**src/rtl/core/bencode_list_tokenizer_unit_defines.svh**
```systemverilog
// Assertion macros shared by the tokenizer RTL.
// Needs a clock named clk and a synchronous reset named rst in scope.
`ifndef BENCODE_LIST_TOKENIZER_UNIT_DEFINES_SVH
`define BENCODE_LIST_TOKENIZER_UNIT_DEFINES_SVH

`ifndef SYNTHESIS
// Checked outside reset only.
`define BLTOK_CHECK(label, prop, msg) \
  label: assert property (@(posedge clk) disable iff (rst) prop) else $error(msg);
// Checked on every edge, reset included.
`define BLTOK_CHECK_ALWAYS(label, prop, msg) \
  label: assert property (@(posedge clk) prop) else $error(msg);
`else
`define BLTOK_CHECK(label, prop, msg)
`define BLTOK_CHECK_ALWAYS(label, prop, msg)
`endif

`endif

```
**src/rtl/core/bltok_pkg.sv**
```systemverilog
// Types and constants for the bencode list tokenizer.
// No dependencies; imported by bltok_core and the top level.
`timescale 1ns / 1ps

package bltok_pkg;

  typedef enum logic [2:0] {
    PH_WAIT  = 3'd0,
    PH_TOKEN = 3'd1,
    PH_INT   = 3'd2,
    PH_LEN   = 3'd3,
    PH_STR   = 3'd4,
    PH_IDLE  = 3'd5
  } phase_t;

  typedef enum logic [2:0] {
    EV_NONE  = 3'd0,
    EV_OPEN  = 3'd1,
    EV_CLOSE = 3'd2,
    EV_INT   = 3'd3,
    EV_STR   = 3'd4,
    EV_BYTE  = 3'd5,
    EV_STOP  = 3'd6
  } event_t;

  localparam logic [7:0] CH_E     = 8'h65;
  localparam logic [7:0] CH_I     = 8'h69;
  localparam logic [7:0] CH_L     = 8'h6C;
  localparam logic [7:0] CH_COLON = 8'h3A;
  localparam logic [7:0] CH_ZERO  = 8'h30;
  localparam logic [7:0] CH_NINE  = 8'h39;
  localparam logic [7:0] CH_PLUS  = 8'h2B;
  localparam logic [7:0] CH_MINUS = 8'h2D;

  // Largest magnitudes for positive and negative number text.
  localparam logic [35:0] LIM_POS = 36'h07FFFFFFF;
  localparam logic [35:0] LIM_NEG = 36'h080000000;

  typedef struct packed {
    event_t             kind;
    logic signed [31:0] value;
    logic [7:0]         sbyte;
    logic [4:0]         depth;
    logic               bad;
  } result_t;

endpackage

```
**src/rtl/core/bltok_core.sv**
```systemverilog
// Parser state and per-byte event logic of the bencode list tokenizer.
// Depends on bltok_pkg and bencode_list_tokenizer_unit_defines.svh.
`timescale 1ns / 1ps
`include "bencode_list_tokenizer_unit_defines.svh"

module bltok_core
  import bltok_pkg::*;
#(
  parameter int MAX_DEPTH = 16,
  localparam int DEPTH_W = $clog2(MAX_DEPTH + 1)
) (
  input  logic       clk,
  input  logic       rst,
  input  logic       step,
  input  logic [7:0] in_byte,
  input  logic       end_of_data,
  output result_t    res
);

  phase_t               phase, phase_next;
  logic [DEPTH_W-1:0]   depth, depth_next;
  logic [31:0]          acc, acc_next;
  logic                 neg, neg_next;
  logic                 bad, bad_next;
  logic                 seen_char, seen_char_next;
  logic                 seen_digit, seen_digit_next;
  logic [30:0]          rem, rem_next;

  logic                 is_digit;
  logic                 is_sign;
  logic [35:0]          acc_x10;
  logic [35:0]          acc_sum;
  logic [35:0]          limit;
  logic                 over;
  logic                 num_bad;
  logic [31:0]          int_val;
  logic [31:0]          len_val;
  logic                 at_max;
  logic [DEPTH_W-1:0]   depth_dec;
  logic [30:0]          rem_dec;
  logic [DEPTH_W+4:0]   depth_ext;

  assign is_digit  = in_byte inside {[CH_ZERO:CH_NINE]};
  assign is_sign   = (in_byte == CH_PLUS) || (in_byte == CH_MINUS);
  assign acc_x10   = {1'b0, acc, 3'b000} + {3'b000, acc, 1'b0};
  assign acc_sum   = acc_x10 + {32'd0, in_byte[3:0]};
  assign limit     = neg ? LIM_NEG : LIM_POS;
  assign over      = acc_sum > limit;
  assign num_bad   = bad || !seen_digit;
  assign int_val   = num_bad ? 32'd0 : (neg ? 32'd0 - acc : acc);
  assign len_val   = bad ? 32'd0 : acc;
  assign at_max    = depth >= DEPTH_W'(MAX_DEPTH);
  assign depth_dec = (depth != '0) ? depth - DEPTH_W'(1) : '0;
  assign rem_dec   = (rem != '0) ? rem - 31'd1 : '0;
  assign depth_ext = {5'd0, depth_next};

  // next state
  always_comb begin
    phase_next      = phase;
    depth_next      = depth;
    acc_next        = acc;
    neg_next        = neg;
    bad_next        = bad;
    seen_char_next  = seen_char;
    seen_digit_next = seen_digit;
    rem_next        = rem;
    if (phase != PH_IDLE) begin
      if (end_of_data) begin
        phase_next      = PH_IDLE;
        depth_next      = '0;
        rem_next        = '0;
        acc_next        = '0;
        neg_next        = 1'b0;
        bad_next        = 1'b0;
        seen_char_next  = 1'b0;
        seen_digit_next = 1'b0;
      end else begin
        case (phase)
          PH_WAIT: begin
            if (in_byte == CH_L) begin
              depth_next = DEPTH_W'(1);
              phase_next = PH_TOKEN;
            end else begin
              phase_next = PH_IDLE;
            end
          end
          PH_TOKEN: begin
            if (in_byte == CH_E) begin
              depth_next = depth_dec;
              if (depth_dec == '0) begin
                phase_next = PH_IDLE;
              end
            end else if (in_byte == CH_L) begin
              if (at_max) begin
                phase_next = PH_IDLE;
                depth_next = '0;
              end else begin
                depth_next = depth + DEPTH_W'(1);
              end
            end else if (in_byte == CH_I) begin
              acc_next        = '0;
              neg_next        = 1'b0;
              bad_next        = 1'b0;
              seen_char_next  = 1'b0;
              seen_digit_next = 1'b0;
              phase_next      = PH_INT;
            end else if (is_digit) begin
              acc_next        = {28'd0, in_byte[3:0]};
              neg_next        = 1'b0;
              bad_next        = 1'b0;
              seen_char_next  = 1'b0;
              seen_digit_next = 1'b1;
              phase_next      = PH_LEN;
            end else begin
              phase_next = PH_IDLE;
              depth_next = '0;
            end
          end
          PH_INT: begin
            if (in_byte == CH_E) begin
              acc_next        = '0;
              neg_next        = 1'b0;
              bad_next        = 1'b0;
              seen_char_next  = 1'b0;
              seen_digit_next = 1'b0;
              phase_next      = PH_TOKEN;
            end else begin
              seen_char_next = 1'b1;
              if (!seen_char && is_sign) begin
                neg_next = (in_byte == CH_MINUS);
              end else if (is_digit) begin
                seen_digit_next = 1'b1;
                if (!bad) begin
                  if (over) begin
                    bad_next = 1'b1;
                    acc_next = '0;
                  end else begin
                    acc_next = acc_sum[31:0];
                  end
                end
              end else begin
                bad_next = 1'b1;
                acc_next = '0;
              end
            end
          end
          PH_LEN: begin
            if (in_byte == CH_COLON) begin
              acc_next        = '0;
              neg_next        = 1'b0;
              bad_next        = 1'b0;
              seen_char_next  = 1'b0;
              seen_digit_next = 1'b0;
              rem_next        = len_val[30:0];
              phase_next      = (len_val != 32'd0) ? PH_STR : PH_TOKEN;
            end else if (is_digit) begin
              seen_digit_next = 1'b1;
              if (!bad) begin
                if (over) begin
                  bad_next = 1'b1;
                  acc_next = '0;
                end else begin
                  acc_next = acc_sum[31:0];
                end
              end
            end else begin
              bad_next = 1'b1;
              acc_next = '0;
            end
          end
          PH_STR: begin
            rem_next = rem_dec;
            if (rem_dec == '0) begin
              phase_next = PH_TOKEN;
            end
          end
          default: begin
            phase_next      = PH_IDLE;
            depth_next      = '0;
            rem_next        = '0;
            acc_next        = '0;
            neg_next        = 1'b0;
            bad_next        = 1'b0;
            seen_char_next  = 1'b0;
            seen_digit_next = 1'b0;
          end
        endcase
      end
    end
  end

  // event for the current byte
  always_comb begin
    res.kind  = EV_NONE;
    res.value = '0;
    res.sbyte = '0;
    res.depth = depth_ext[4:0];
    res.bad   = 1'b0;
    if (phase != PH_IDLE) begin
      if (end_of_data) begin
        res.kind = EV_STOP;
      end else begin
        case (phase)
          PH_WAIT: begin
            res.kind = (in_byte == CH_L) ? EV_OPEN : EV_STOP;
          end
          PH_TOKEN: begin
            if (in_byte == CH_E) begin
              res.kind = EV_CLOSE;
            end else if (in_byte == CH_L) begin
              res.kind = at_max ? EV_STOP : EV_OPEN;
            end else if (in_byte == CH_I || is_digit) begin
              res.kind = EV_NONE;
            end else begin
              res.kind = EV_STOP;
            end
          end
          PH_INT: begin
            if (in_byte == CH_E) begin
              res.kind  = EV_INT;
              res.value = $signed(int_val);
              res.bad   = num_bad;
            end
          end
          PH_LEN: begin
            if (in_byte == CH_COLON) begin
              res.kind  = EV_STR;
              res.value = $signed(len_val);
              res.bad   = bad;
            end
          end
          PH_STR: begin
            res.kind  = EV_BYTE;
            res.sbyte = in_byte;
          end
          default: begin
            res.kind = EV_NONE;
          end
        endcase
      end
    end
  end

  always_ff @(posedge clk) begin
    if (rst) begin
      phase      <= PH_WAIT;
      depth      <= '0;
      acc        <= '0;
      neg        <= 1'b0;
      bad        <= 1'b0;
      seen_char  <= 1'b0;
      seen_digit <= 1'b0;
      rem        <= '0;
    end else if (step) begin
      phase      <= phase_next;
      depth      <= depth_next;
      acc        <= acc_next;
      neg        <= neg_next;
      bad        <= bad_next;
      seen_char  <= seen_char_next;
      seen_digit <= seen_digit_next;
      rem        <= rem_next;
    end
  end

  `BLTOK_CHECK(idle_no_depth, phase == PH_IDLE |-> depth == '0, "idle with lists open")
  `BLTOK_CHECK(str_has_bytes, phase == PH_STR |-> rem != '0, "string phase with no bytes left")
  `BLTOK_CHECK(len_not_negative, phase == PH_LEN |-> !neg, "sign set on a string length")
  `BLTOK_CHECK(depth_in_range, depth <= DEPTH_W'(MAX_DEPTH), "nesting beyond limit")

endmodule

```
**src/rtl/core/bencode_list_tokenizer_unit.sv**
```systemverilog
// Top level of the bencode list tokenizer: input register, parser, result register.
// Depends on bltok_pkg, bltok_core and bencode_list_tokenizer_unit_defines.svh.
//
//   channel  handshake                 payload
//   byte     byte_valid / byte_stall   in_byte, end_of_data
//   event    event_valid / event_stall event_kind, number_value, string_byte,
//                                      nesting_depth, malformed
//
// One byte per cycle unless event_stall holds; event_valid registers with the result.
// The parser state updates as a byte moves from the input register to the result register.
// Reset clears the handshake and parser state; the parser waits for the opening 'l'.
// A held event stalls the parser; byte_stall rises only when both registers are full.
`timescale 1ns / 1ps
`include "bencode_list_tokenizer_unit_defines.svh"

module bencode_list_tokenizer_unit
  import bltok_pkg::*;
#(
  parameter int MAX_DEPTH = 16
) (
  input  logic               clk,
  input  logic               rst,
  input  logic               byte_valid,
  output logic               byte_stall,
  input  logic [7:0]         in_byte,
  input  logic               end_of_data,
  output logic               event_valid,
  input  logic               event_stall,
  output logic [2:0]         event_kind,
  output logic signed [31:0] number_value,
  output logic [7:0]         string_byte,
  output logic [4:0]         nesting_depth,
  output logic               malformed
);

  logic       held_valid;
  logic [7:0] held_byte;
  logic       held_eod;
  logic       advance;
  result_t    res;

  assign advance    = held_valid && (!event_valid || !event_stall);
  assign byte_stall = held_valid && !advance;

  always_ff @(posedge clk) begin
    if (rst) begin
      held_valid <= 1'b0;
    end else if (!byte_stall) begin
      held_valid <= byte_valid;
    end
  end

  always_ff @(posedge clk) begin
    if (!byte_stall && byte_valid) begin
      held_byte <= in_byte;
      held_eod  <= end_of_data;
    end
  end

  bltok_core #(
    .MAX_DEPTH(MAX_DEPTH)
  ) u_core (
    .clk        (clk),
    .rst        (rst),
    .step       (advance),
    .in_byte    (held_byte),
    .end_of_data(held_eod),
    .res        (res)
  );

  always_ff @(posedge clk) begin
    if (rst) begin
      event_valid <= 1'b0;
    end else if (advance) begin
      event_valid <= 1'b1;
    end else if (!event_stall) begin
      event_valid <= 1'b0;
    end
  end

  always_ff @(posedge clk) begin
    if (advance) begin
      event_kind    <= res.kind;
      number_value  <= res.value;
      string_byte   <= res.sbyte;
      nesting_depth <= res.depth;
      malformed     <= res.bad;
    end
  end

  `BLTOK_CHECK(advance_fills_out, advance |=> event_valid, "transaction lost between stages")
  `BLTOK_CHECK(stop_clears_depth, event_valid && event_kind == EV_STOP |-> nesting_depth == 5'd0, "stop with lists open")
  `BLTOK_CHECK(bad_forces_zero, event_valid && malformed |-> number_value == 32'sd0, "malformed number with value")
  `BLTOK_CHECK(byte_only_in_string, event_valid && event_kind != EV_BYTE |-> string_byte == 8'd0, "string byte outside string")
  `BLTOK_CHECK_ALWAYS(stall_needs_item, byte_stall |-> held_valid, "stall with empty input register")

endmodule
```
**config.mk**
```make
export PLATFORM = sky130hd
export DESIGN_NAME = bencode_list_tokenizer_unit
export DESIGN_NICKNAME = d
export VERILOG_FILES = /design/src/rtl/core/bltok_pkg.sv /design/src/rtl/core/bltok_core.sv /design/src/rtl/core/bencode_list_tokenizer_unit.sv
export VERILOG_INCLUDE_DIRS = /design/src /design/src/rtl/core
export SDC_FILE = /design/constraint.sdc
export NUM_CORES = 1
export LEC_CHECK = 0
export BUFFER_PORTS_ARGS = -buffer_cell sky130_fd_sc_hd__buf_2
export CAP_MARGIN = 15
export CORE_ASPECT_RATIO = 1.25
export CORE_MARGIN = 3
export CORE_UTILIZATION = 67
export CTS_CLUSTER_SIZE = 24
export DETAILED_ROUTE_END_ITERATION = 6
export PLACE_DENSITY = 0.95
export SLEW_MARGIN = 20
export SYNTH_ARGS = -nofsm -noshare
export SYNTH_HDL_FRONTEND = slang
export SYNTH_SLANG_ARGS = --single-unit
export TNS_END_PERCENT = 20
```
**constraint.sdc**
```tcl
create_clock -name clk -period 13.75 [get_ports clk]
set_input_delay 2.0625 -clock clk [delete_from_list [all_inputs] [get_ports clk]]
set_output_delay 2.0625 -clock clk [all_outputs]
set_load 0.01 [all_outputs]
```
==> results.py <==
metrics = {
    "run_status": {
        "status": "finished clean",
    },
    "finish": {
        "fillers": 1039,
        "diodes": 0,
        "seq_area_um2": 3280,
        "stdcell_count": 1504,
        "area_growth_pct": 9.05,
        "post-route-cell-area_um2": 11500,
        "drive_gt1_share_pct": 10.7,
        "multi_input_area_um2": 6910,
        "nets": 1398,
    },
    "critical_path": {
        "path_max_fanout": 25,
        "r2r-start": "held_byte[3]",
        "arrival_ps": 6280,
        "critPathCaptureType": "register",
        "critPathLaunchType": "register",
        "crit_type": "reg2reg",
        "regToRegSetupSlack_ps": 7810,
        "worstPathRequired_ps": 14090,
        "reg2reg_depth": 20,
        "reg2reg_to": "u_core.acc[2]",
    },
    "grt": {
        "grt_pass1_wl_um": 50500,
        "antenna_found_initial": 0,
        "grt_remaining_overflow": 0,
        "grt_start_max_net_pins": 67,
        "grt_use_total_pct": 35.2,
        "grt_pass1_vias": 9935,
    },
    "clocking": {
        "insertion_delay_ps": 430,
        "htree_levels": 4,
        "cts.clk_slew.worst_paths_ps": 60,
        "clk_path_buf_depth": 2,
        "cts_tree": "yes",
        "ctsResizeCount": 0,
        "cts_buffers": 17,
        "cts_setup_buffers": 0,
        "cts-hold-fix-buffers": 0,
        "cts.sinks": 135,
        "cts_root_buf": "clkbuf_16",
    },
    "sta": {
        "skew_ps": 7.50,
        "hold_slack_ps": 509,
        "tns_ps": 0,
        "final-hold-violation-count": 0,
        "timing.final.crit_share_pct": 43.2,
        "relSlewSlack_pct": 28.1,
        "tightest_slew_ps": 1080,
        "clock.fmax_mhz": 168,
        "rsz0062_at_grt": "no",
        "finalCriticalPeriod_ps": 5940,
        "slew_violations": 0,
        "setup_viol": 0,
    },
    "yosys": {
        "synth_compound_area_share_pct": 25.1,
        "syn-cell-area_um2": 10600,
        "synthMuxAreaShare_pct": 0.402,
        "synthesis.nets": 1380,
        "synth_xor_area_share_pct": 4.31,
        "synth_simple_gate_area_share_pct": 23.1,
        "synth_top_family_by_area": "compound AO/OA/AOI/OAI gates",
        "netlist_top_cells_area": "edfxtp_1 16%, dfxtp_1 15%, ha_1 12%",
        "synthAdderAreaFrac_pct": 12.2,
        "synth_top_area_share_pct": 16.5,
        "yosysWarnings": 0,
        "ys_seq_area_share_pct": 31.1,
        "yosys_most_used_dff": "dfxtp_1",
        "yosys.area.top_type": "edfxtp_1",
        "yosysUniqueCellTypes": 78,
        "ys_ff_latch": 135,
        "async_flop_share_pct": 0,
        "synth-edff-count": 58,
        "syn_avg_cell_area_um2": 8.36,
        "syn_inst": 1265,
    },
    "pwr": {
        "ir_worst_vdd_uv": 88.4,
        "p_leak_nw": 4.89,
        "power_density_nw_per_um2": 84.0,
    },
    "die": {
        "die_w_um": 118,
        "start_util_pct": 69.5,
        "fp.dieH_um": 146,
        "ios": 64,
        "rows": 50,
        "die-area_um2": 17300,
        "core_area_um2": 15200,
    },
    "worst_hold_path": {
        "whs_path_depth": 2,
        "hold_path.class": "reg2reg",
        "min_to": "event_valid",
        "min_from": "held_valid",
    },
    "route": {
        "drt-pass1-iter-count": 6,
        "drt_iter0_drc": 1495,
        "route.antenna.remaining_nets": 0,
        "route.detailed.drc": 0,
        "via_count": 10700,
        "via_per_inst": 7.11,
        "wl_per_cell_um": 20.5,
        "wl_um": 30900,
    },
    "place": {
        "dp_hpwl_um": 21200,
        "place_area_um2": 10900,
        "io_buffers": 63,
        "place_inst": 1472,
        "finalWeightedCongestion": 0.982,
    },
    "job": {
        "max_cap_viol_count": 0,
    },
}
==> worst max-delay path, stage by stage (launching register included) <==
cell and delay [ps]:
edfxtp_1 540, fa_1 580, fa_1 530, a211oi_2 240, o21bai_1 110, a21oi_1 290
o311ai_0 220, nor2b_1 190, o21ai_0 310, o41ai_1 150, xor2_1 170, ha_1 300
nand4_1 90, or3_1 410, nor4b_1 320, o21ai_0 110, o21ai_0 120, o2111ai_1 270
nor4_4 380, buf_4 360, o2bb2ai_1 160
==> cells in the final DEF, fill, tap and decap left out, drive strengths merged, types with 6 or more instances in the layout <==
master  count
a211oi     18
a21o       25
a21oi     103
a22o       29
a22oi      40
a41oi       6
and2       10
buf        70
clkbuf     17
clkinv      7
dfxtp      77
edfxtp     58
ha        100
inv        23
nand2     116
nand2b     17
nand3      12
nand3b      9
nand4      13
nand4b     11
nor2      141
nor2b      25
nor3       40
nor4       25
o21a       14
o21ai     100
o31ai       8
o41ai       8
or2        12
or3        15
or4        15
xnor2      34
xor2       18
==> state kept, by name, indices dropped and copies added (netlist names), 3 cells and up <==
signal and count:
u_core.rem 31, nesting_depth 5, u_core.phase 3, number_value 32
u_core.depth 5, string_byte 8, held_byte 8, event_kind 3
u_core.acc 32
==> stage by stage <==
step                      util (%)  power, W  setup WS, ps
final                         75.8  0.000969          7810
after global routing          75.8  0.000987          7170
after CTS                     75.8  0.000963          7950
after detailed placement      71.7  0.000485          7990
after global placement        71.7  0.000484          8240
after floorplan                  -  0.000470          7000
==> layer usage <==
metal / vias to the layer above / track usage (%) / routed length (um)
met1: 4954 / 44.5 / 11400
met3: 166 / 5.66 / 3210
li1: 4791 / - / -
met2: 789 / 58.6 / 14700
met4: 0 / 17.4 / 1620
met5: - / 0 / 0
==> cell type report <==
| cell class | instances | share of cell area (%) |
|---|---|---|
| Clock inverter | 15 | 1.76 |
| Multi-Input combinational cell | 1038 | 59.9 |
| Timing Repair Buffer | 70 | 3.19 |
| Inverter | 21 | 0.684 |
| Clock buffer | 17 | 3.69 |
| Tap cell | 208 | 2.26 |
| Sequential cell | 135 | 28.5 |
==> power breakdown <==
| group | total, W | switching, W | internal (W) |
|---|---|---|---|
| Clock | 0.000491 | 0.000186 | 0.000304 |
| Combinational | 0.0000441 | 0.0000300 | 0.0000141 |
| Sequential | 0.000434 | 0.00000750 | 0.000427 |
==> cells in the mapped netlist, drive strengths merged (29+ instances only) <==
| cell | n |
|---|---|
| nor2 | 141 |
| clkbuf | 48 |
| dfxtp | 77 |
| nand2 | 116 |
| a22o | 29 |
| nor3 | 40 |
| a21oi | 103 |
| a22oi | 40 |
| edfxtp | 58 |
| ha | 100 |
| o21ai | 100 |
| xnor2 | 34 |
==> logic make-up after synthesis <==
kind of cell | count (synthesis)
compound gates | 404
xor+xnor | 52
fa+ha+maj | 102
buf+inv | 92
flops | 135
mux | 3
simple gates | 477
==> how the worst max path moves through the flow <==
stage                      start             end  slack [ps]
floorplan            event_stall   u_core.acc[3]        7000
global placement    held_byte[3]  u_core.acc[27]        8240
detailed placement  held_byte[3]  u_core.acc[15]        7990
CTS                 held_byte[3]   u_core.acc[2]        7950
global route        held_byte[3]   u_core.acc[2]        7170
finish              held_byte[3]   u_core.acc[2]        7810
(Power assumes the default switching activity.)
